===== src/sfcan_pkg.sv =====
// Shared types and constants for the serial frame to CAN fields block.
// No dependencies.
`timescale 1ns / 1ps

package sfcan_pkg;

   // Frame hunt phases
   typedef enum logic [1:0] {
      PHASE_HUNT_FIRST  = 2'd0,
      PHASE_HUNT_SECOND = 2'd1,
      PHASE_BODY        = 2'd2
   } phase_type;

   localparam logic [7:0] HDR_FIRST  = 8'hAA;
   localparam logic [7:0] HDR_SECOND = 8'h55;

   // Frame byte positions
   localparam logic [3:0] POS_SECOND   = 4'd1;
   localparam logic [3:0] BODY_FIRST   = 4'd2;
   localparam logic [3:0] ID_LO_POS    = 4'd2;
   localparam logic [3:0] ID_HI_POS    = 4'd3;
   localparam logic [3:0] LEN_POS      = 4'd4;
   localparam logic [3:0] PAYLOAD_POS  = 4'd5;
   localparam logic [3:0] LAST_SUM_POS = 4'd12;
   localparam logic [3:0] SUM_LO_POS   = 4'd13;
   localparam logic [3:0] SUM_HI_POS   = 4'd14;
   localparam logic [3:0] FRAME_LAST   = 4'd15;

   // Sum of the two header bytes, the start of the running checksum
   localparam logic [15:0] SUM_INIT = 16'h00FF;

endpackage


===== src/serial_frame_to_can_fields.sv =====
// Serial frame to CAN fields: header hunt, frame capture, checksum, result register.
// Depends on sfcan_pkg.
`timescale 1ns / 1ps

// Takes one received serial byte per cycle and hunts for the header 0xAA 0x55
// (a repeated 0xAA restarts the hunt), then captures the rest of a 16-byte
// frame. A running 16-bit sum of frame bytes 0..12 is kept as bytes arrive, so
// at the last byte the check against bytes 13 (low) and 14 (high) is a single
// compare. A good frame yields one word with the CAN identifier (byte 3 high,
// byte 2 low), the length code (byte 4) and payload bytes 5..12; a bad frame
// is dropped without notice and the footer is not checked. A byte is accepted
// in every cycle except while a finished word sits in the output register and
// rsp_ready is low. The result is registered and appears in the cycle after the
// last frame byte is accepted.
module serial_frame_to_can_fields (
   input  logic        clock,
   input  logic        reset,
   input  logic        req_valid,
   output logic        req_ready,
   input  logic [7:0]  req_rx_byte,
   output logic        rsp_valid,
   input  logic        rsp_ready,
   output logic [15:0] rsp_can_id,
   output logic [7:0]  rsp_data_length,
   output logic [7:0]  rsp_payload_0,
   output logic [7:0]  rsp_payload_1,
   output logic [7:0]  rsp_payload_2,
   output logic [7:0]  rsp_payload_3,
   output logic [7:0]  rsp_payload_4,
   output logic [7:0]  rsp_payload_5,
   output logic [7:0]  rsp_payload_6,
   output logic [7:0]  rsp_payload_7
);

   sfcan_pkg::phase_type phase_ff, phase_in;
   logic [3:0]  pos_ff, pos_in;
   logic [15:0] sum_ff, sum_in;
   logic [7:0]  store_ff [sfcan_pkg::BODY_FIRST:sfcan_pkg::SUM_HI_POS];

   logic        rsp_valid_ff, rsp_valid_in;
   logic [15:0] can_id_ff;
   logic [7:0]  length_ff;
   logic [7:0]  payload_ff [8];

   logic        accept;
   logic        in_body;
   logic        store_we;
   logic        frame_end;
   logic        sum_ok;
   logic        rsp_load;

   assign req_ready = !rsp_valid_ff || rsp_ready;
   assign accept    = req_valid && req_ready;

   // Next state of the header hunt and the byte position
   always_comb begin
      phase_in = phase_ff;
      pos_in   = pos_ff;
      if (accept) begin
         unique case (phase_ff)
            sfcan_pkg::PHASE_HUNT_FIRST: begin
               if (req_rx_byte == sfcan_pkg::HDR_FIRST) begin
                  phase_in = sfcan_pkg::PHASE_HUNT_SECOND;
                  pos_in   = sfcan_pkg::POS_SECOND;
               end
            end
            sfcan_pkg::PHASE_HUNT_SECOND: begin
               priority if (req_rx_byte == sfcan_pkg::HDR_SECOND) begin
                  phase_in = sfcan_pkg::PHASE_BODY;
                  pos_in   = sfcan_pkg::BODY_FIRST;
               end else if (req_rx_byte == sfcan_pkg::HDR_FIRST) begin
                  phase_in = sfcan_pkg::PHASE_HUNT_SECOND;
                  pos_in   = sfcan_pkg::POS_SECOND;
               end else begin
                  phase_in = sfcan_pkg::PHASE_HUNT_FIRST;
                  pos_in   = '0;
               end
            end
            sfcan_pkg::PHASE_BODY: begin
               if (pos_ff == sfcan_pkg::FRAME_LAST) begin
                  phase_in = sfcan_pkg::PHASE_HUNT_FIRST;
                  pos_in   = '0;
               end else begin
                  pos_in = pos_ff + 4'd1;
               end
            end
            default: begin
               phase_in = sfcan_pkg::PHASE_HUNT_FIRST;
               pos_in   = '0;
            end
         endcase
      end
   end

   // Datapath controls: capture, running sum, checksum check, result valid
   always_comb begin
      in_body   = accept && (phase_ff == sfcan_pkg::PHASE_BODY);
      store_we  = in_body && (pos_ff != sfcan_pkg::FRAME_LAST);
      frame_end = in_body && (pos_ff == sfcan_pkg::FRAME_LAST);
      sum_in    = sum_ff;
      if (accept && phase_ff == sfcan_pkg::PHASE_HUNT_SECOND
          && req_rx_byte == sfcan_pkg::HDR_SECOND) begin
         sum_in = sfcan_pkg::SUM_INIT;
      end else if (in_body && pos_ff <= sfcan_pkg::LAST_SUM_POS) begin
         sum_in = sum_ff + {8'd0, req_rx_byte};
      end
      sum_ok = (sum_ff[7:0] == store_ff[sfcan_pkg::SUM_LO_POS])
            && (sum_ff[15:8] == store_ff[sfcan_pkg::SUM_HI_POS]);
      rsp_load = frame_end && sum_ok;
      if (rsp_load) begin
         rsp_valid_in = 1'b1;
      end else if (rsp_ready) begin
         rsp_valid_in = 1'b0;
      end else begin
         rsp_valid_in = rsp_valid_ff;
      end
   end

   always_ff @(posedge clock) begin
      if (reset) begin
         phase_ff     <= sfcan_pkg::PHASE_HUNT_FIRST;
         pos_ff       <= '0;
         rsp_valid_ff <= 1'b0;
      end else begin
         phase_ff     <= phase_in;
         pos_ff       <= pos_in;
         rsp_valid_ff <= rsp_valid_in;
      end
   end

   always_ff @(posedge clock) begin
      sum_ff <= sum_in;
      if (store_we) begin
         store_ff[pos_ff] <= req_rx_byte;
      end
      if (rsp_load) begin
         can_id_ff <= {store_ff[sfcan_pkg::ID_HI_POS], store_ff[sfcan_pkg::ID_LO_POS]};
         length_ff <= store_ff[sfcan_pkg::LEN_POS];
         for (int i = 0; i < 8; i++) begin
            payload_ff[i] <= store_ff[sfcan_pkg::PAYLOAD_POS + 4'(i)];
         end
      end
   end

   assign rsp_valid       = rsp_valid_ff;
   assign rsp_can_id      = can_id_ff;
   assign rsp_data_length = length_ff;
   assign rsp_payload_0   = payload_ff[0];
   assign rsp_payload_1   = payload_ff[1];
   assign rsp_payload_2   = payload_ff[2];
   assign rsp_payload_3   = payload_ff[3];
   assign rsp_payload_4   = payload_ff[4];
   assign rsp_payload_5   = payload_ff[5];
   assign rsp_payload_6   = payload_ff[6];
   assign rsp_payload_7   = payload_ff[7];

   // A word is produced only at the last byte of a frame body
   a_load_at_end: assert property (@(posedge clock) disable iff (reset)
      rsp_load |-> (phase_ff == sfcan_pkg::PHASE_BODY && pos_ff == sfcan_pkg::FRAME_LAST))
      else $error("result loaded outside frame end");

   // Body positions never fall back into the header
   a_body_pos: assert property (@(posedge clock) disable iff (reset)
      phase_ff == sfcan_pkg::PHASE_BODY |-> pos_ff >= sfcan_pkg::BODY_FIRST)
      else $error("body position below first body byte");

   // Waiting for the second header byte always means one byte captured
   a_hunt_pos: assert property (@(posedge clock) disable iff (reset)
      phase_ff == sfcan_pkg::PHASE_HUNT_SECOND |-> pos_ff == sfcan_pkg::POS_SECOND)
      else $error("position out of step with header hunt");

   // A finished frame returns the hunt to the first header byte
   a_restart: assert property (@(posedge clock) disable iff (reset)
      frame_end |=> (phase_ff == sfcan_pkg::PHASE_HUNT_FIRST && pos_ff == 4'd0))
      else $error("hunt did not restart after frame end");

endmodule


===== config.mk =====
export PLATFORM = sky130hd
export DESIGN_NAME = serial_frame_to_can_fields
export DESIGN_NICKNAME = d
export VERILOG_FILES = /design/src/sfcan_pkg.sv /design/src/serial_frame_to_can_fields.sv
export SDC_FILE = /design/constraint.sdc
export NUM_CORES = 1
export LEC_CHECK = 0
export BUFFER_PORTS_ARGS = -buffer_cell sky130_fd_sc_hd__buf_2
export CORE_MARGIN = 4
export CORE_UTILIZATION = 60
export CTS_BUF_LIST = sky130_fd_sc_hd__clkbuf_8 sky130_fd_sc_hd__clkbuf_16
export CTS_CLUSTER_DIAMETER = 50
export CTS_CLUSTER_SIZE = 8
export DETAILED_ROUTE_END_ITERATION = 8
export GPL_ROUTABILITY_DRIVEN = 0
export HOLD_SLACK_MARGIN = 0.08
export PLACE_DENSITY = 0.83
export RECOVER_POWER = 100
export SLEW_MARGIN = 0
export SYNTH_ARGS = -nofsm -noshare
export SYNTH_HDL_FRONTEND = slang
export SYNTH_SLANG_ARGS = --single-unit

===== constraint.sdc =====
create_clock -name clock -period 10.7 [get_ports clock]
set_input_delay 1.07 -clock clock [delete_from_list [all_inputs] [get_ports clock]]
set_output_delay 1.07 -clock clock [all_outputs]
set_load 0.05 [all_outputs]

==> metrics.md <==
| Metric | Value |
|---|---|
| Initial Util | `61.8%` |
| DP Wirelength | `8510 µm` |
| Yosys top cell by area | `edfxtp_1` |
| Switching part of the total | `18.8%` |
| Worst vdd ir | `0.000125 V` |
| Post-CTS resize count | `0` |
| CTS Root Cell | `clkbuf_16` |
| Prevailing post-synth register cell | `edfxtp_1` |
| Flop-to-flop setup slack | `6.30 ns` |
| Final Net Count | `556` |
| Post-CTS setup buffers | `0` |
| Register area share after synthesis | `83.2%` |
| Worst r2r src | `rsp_valid` |
| Status | `complete, but fails checks` |
| Critical Path AT | `4.66 ns` |
| Clk Latency, worst-skew pair | `0.52 ns` |
| CTS max path bufs | `3` |
| Die Ht | `120 µm` |
| CP endpoint kind | `flip-flop` |
| Fin. max-slew vios | `90` |
| Clk pin slew, worst setup/hold paths | `0.05 ns` |
| Netlist cell types | `48` |
| Syn Area/Cell | `18.6 µm²` |
| Number of antenna cells inserted | `0` |
| Antenna violations before repair | `0` |
| Power density over the cells | `197 nW/µm²` |
| Syn Inst Count | `403` |
| Internal | `1420 µW` |
| Layout area overhead | `18.8%` |
| WP data required | `10.72 ns` |
| Number of global-route vias before repair | `3,959` |
| Core area | `12,100 µm²` |
| Dpl ws | `7.49 ns` |
| Critical R2R Capture | `payload_ff[1][5]` |
| Seq pwr share | `51.8%` |
| Top cells by area, synth | `edfxtp_1 (77%), dfxtp_1 (6.2%), ha_1 (2.0%)` |
| Boundary Pins | `102` |
| Post-layout min period | `4.63 ns` |
| R2R cell count | `5` |
| Vias | `3,969` |
| Final worst-path cycle share | `43.3%` |
| Final WS setup | `6.07 ns` |
| Die width | `120 µm` |
| Final hold violation count | `0` |
| Critical Path Start Type | `input port` |
| Utilization after layout | `73.4%` |
| Core Rows | `40` |
| Net Count, Synth | `428` |
| Slew margin rel. | `-152%` |
| H-tree Lvls | `1` |
| EDFF count, synth | `192` |
| Actual slew at the worst max-slew pin | `3.78 ns` |
| RSZ-0062 raised after global routing | `no` |
| Top-area cell type share of the netlist area | `77.0%` |
| GRT Total Usage | `19.7%` |
| Setup CP Type | `in -> reg` |
| Net switching power | `330 µW` |
| WL/cell | `19.8 µm` |
| Port Buffers | `101` |
| First-pass GRT wire length | `21,800 µm` |
| Die area | `14,300 µm²` |
| Total CTS buffers | `30` |
| Post-route ant nets | `0` |
| Clock sink count | `215` |
| Commonest cells post-synth | `edfxtp_1 (192), dfxtp_1 (23), nand2_1 (22)` |
| Final Skew | `0.0166 ns` |
| Ys async rst share | `0%` |
| Most common cell in the netlist | `edfxtp_1` |
| Worst-path maximum fanout | `89` |
| Leakage Power | `0.00300 µW` |
| Grt total ovfl | `0` |
| DP Cell Count | `667` |
| Hold Slack | `0.410 ns` |
| Vias per Instance | `5.49` |
| Critical Path Start | `rsp_ready` |
| Highest clock rate | `216 MHz` |
| 1st-pass router iterations | `5` |
| Warnings, synthesis | `0` |
| Max Cap Viol | `1` |
| Post-CTS Hold Fix Bufs | `0` |
| Hold depth | `0` |
| Number of DRC markers in iteration 0 | `390` |
| Clk pwr share | `47.2%` |
| Combinational Power Share | `1.0%` |
| Final Setup Violations | `0` |
| Failing checks | `max-capacitance violations, max-slew violations` |
| Share of cells above drive strength 1 | `7.21%` |
| CTS tree | `built` |
| Crit path capture | `payload_ff[1][5]` |
| DRC Markers | `0` |
| Mapped cell area | `7490 µm²` |
| Hold Path Class | `reg -> reg` |
| Non-Filler Instances | `723` |
| Sum Neg Setup Slack | `0 ns` |
| Largest net degree at the start of global routing | `90` |
| Flop and latch count out of synthesis | `215` |
| WL final | `14,300 µm` |
==> cells by family after synthesis <==
| family | Yosys count | share of synthesized area (%) |
|---|---|---|
| fa+ha+maj | 13 | 2.27 |
| simple gates | 83 | 5.87 |
| flops | 215 | 83.2 |
| buf+inv | 11 | 0.785 |
| mux | 1 | 0.134 |
| xor+xnor | 26 | 3.04 |
| compound gates | 54 | 4.73 |
==> final cells by class <==
type	instances	area [µm²]
Timing Repair Buffer	101	383
Tap cell	168	210
Inverter	6	22.5
Clock buffer	31	776
Clock inverter	25	93.8
Sequential cell	215	6230
Fill cell	708	3220
Multi-Input combinational cell	177	1180
==> worst min path at each step <==
stage / from / end
floorplan: store_ff[5][0] / payload_ff[0][0]
CTS: store_ff[7][5] / payload_ff[0][21]
global route: store_ff[10][1] / payload_ff[1][9]
global placement: store_ff[12][6] / payload_ff[1][30]
detailed placement: store_ff[7][2] / payload_ff[0][18]
finish: store_ff[7][5] / payload_ff[0][21]
==> flip-flops by register name, indices dropped and copies added, names as in the netlist <==
signal           flops
pos_ff               4
rsp_can_id          16
rsp_data_length      8
rsp_valid            1
payload_ff          64
phase_ff             2
store_ff           104
sum_ff              16
==> critical path: stages <==
cell and delay, ns:
buf_2 0.08, nor2b_1 0.05, inv_1 0.12, nand2_1 0.16, nor4_1 0.31, and3_1 2.76
==> layout by cell type (no fill, tap or decap), drive strengths merged, types with 2 or more instances in the layout <==
cell type / n
edfxtp: 192
clkbuf: 129
inv: 31
nand2: 24
dfxtp: 23
nor2: 21
a21oi: 19
xor2: 15
o21ai: 13
ha: 12
xnor2: 11
nand3: 10
o211ai: 9
and3: 4
nor3: 4
nor4: 3
a211oi: 3
buf: 3
nand4: 2
nand2b: 2
and4bb: 2
a32o: 2
nor4bb: 2
o31ai: 2
and2b: 2
==> routing by layer <==
layer	global-route usage, %	share of wire (%)	vias up
li1	-	-	1815
met1	26.2	41	1932
met2	33.5	49	189
met3	3.72	7.3	33
met4	6.16	2.0	0
met5	0	0	-
==> power by group through the flow <==
| stage | clock [µW] | combinational (µW) | sequential [µW] |
|---|---|---|---|
| floorplan | 0 | 5.32 | 925 |
| global placement | 0 | 17.5 | 925 |
| detailed placement | 0 | 18.5 | 925 |
| CTS | 841 | 18.5 | 909 |
| global route | 881 | 19.3 | 908 |
| finish | 828 | 17.8 | 909 |
==> stage by stage <==
stage | total power (µW) | instance area, µm²
6_report | 1750 | 8890
4_1_cts | 1770 | 9040
3_5_place_dp | 943 | 8170
3_3_place_gp | 942 | 8170
5_1_grt | 1810 | 8890
2_1_floorplan | 930 | 7490
No activity file was read; power rests on OpenSTA's default activity.
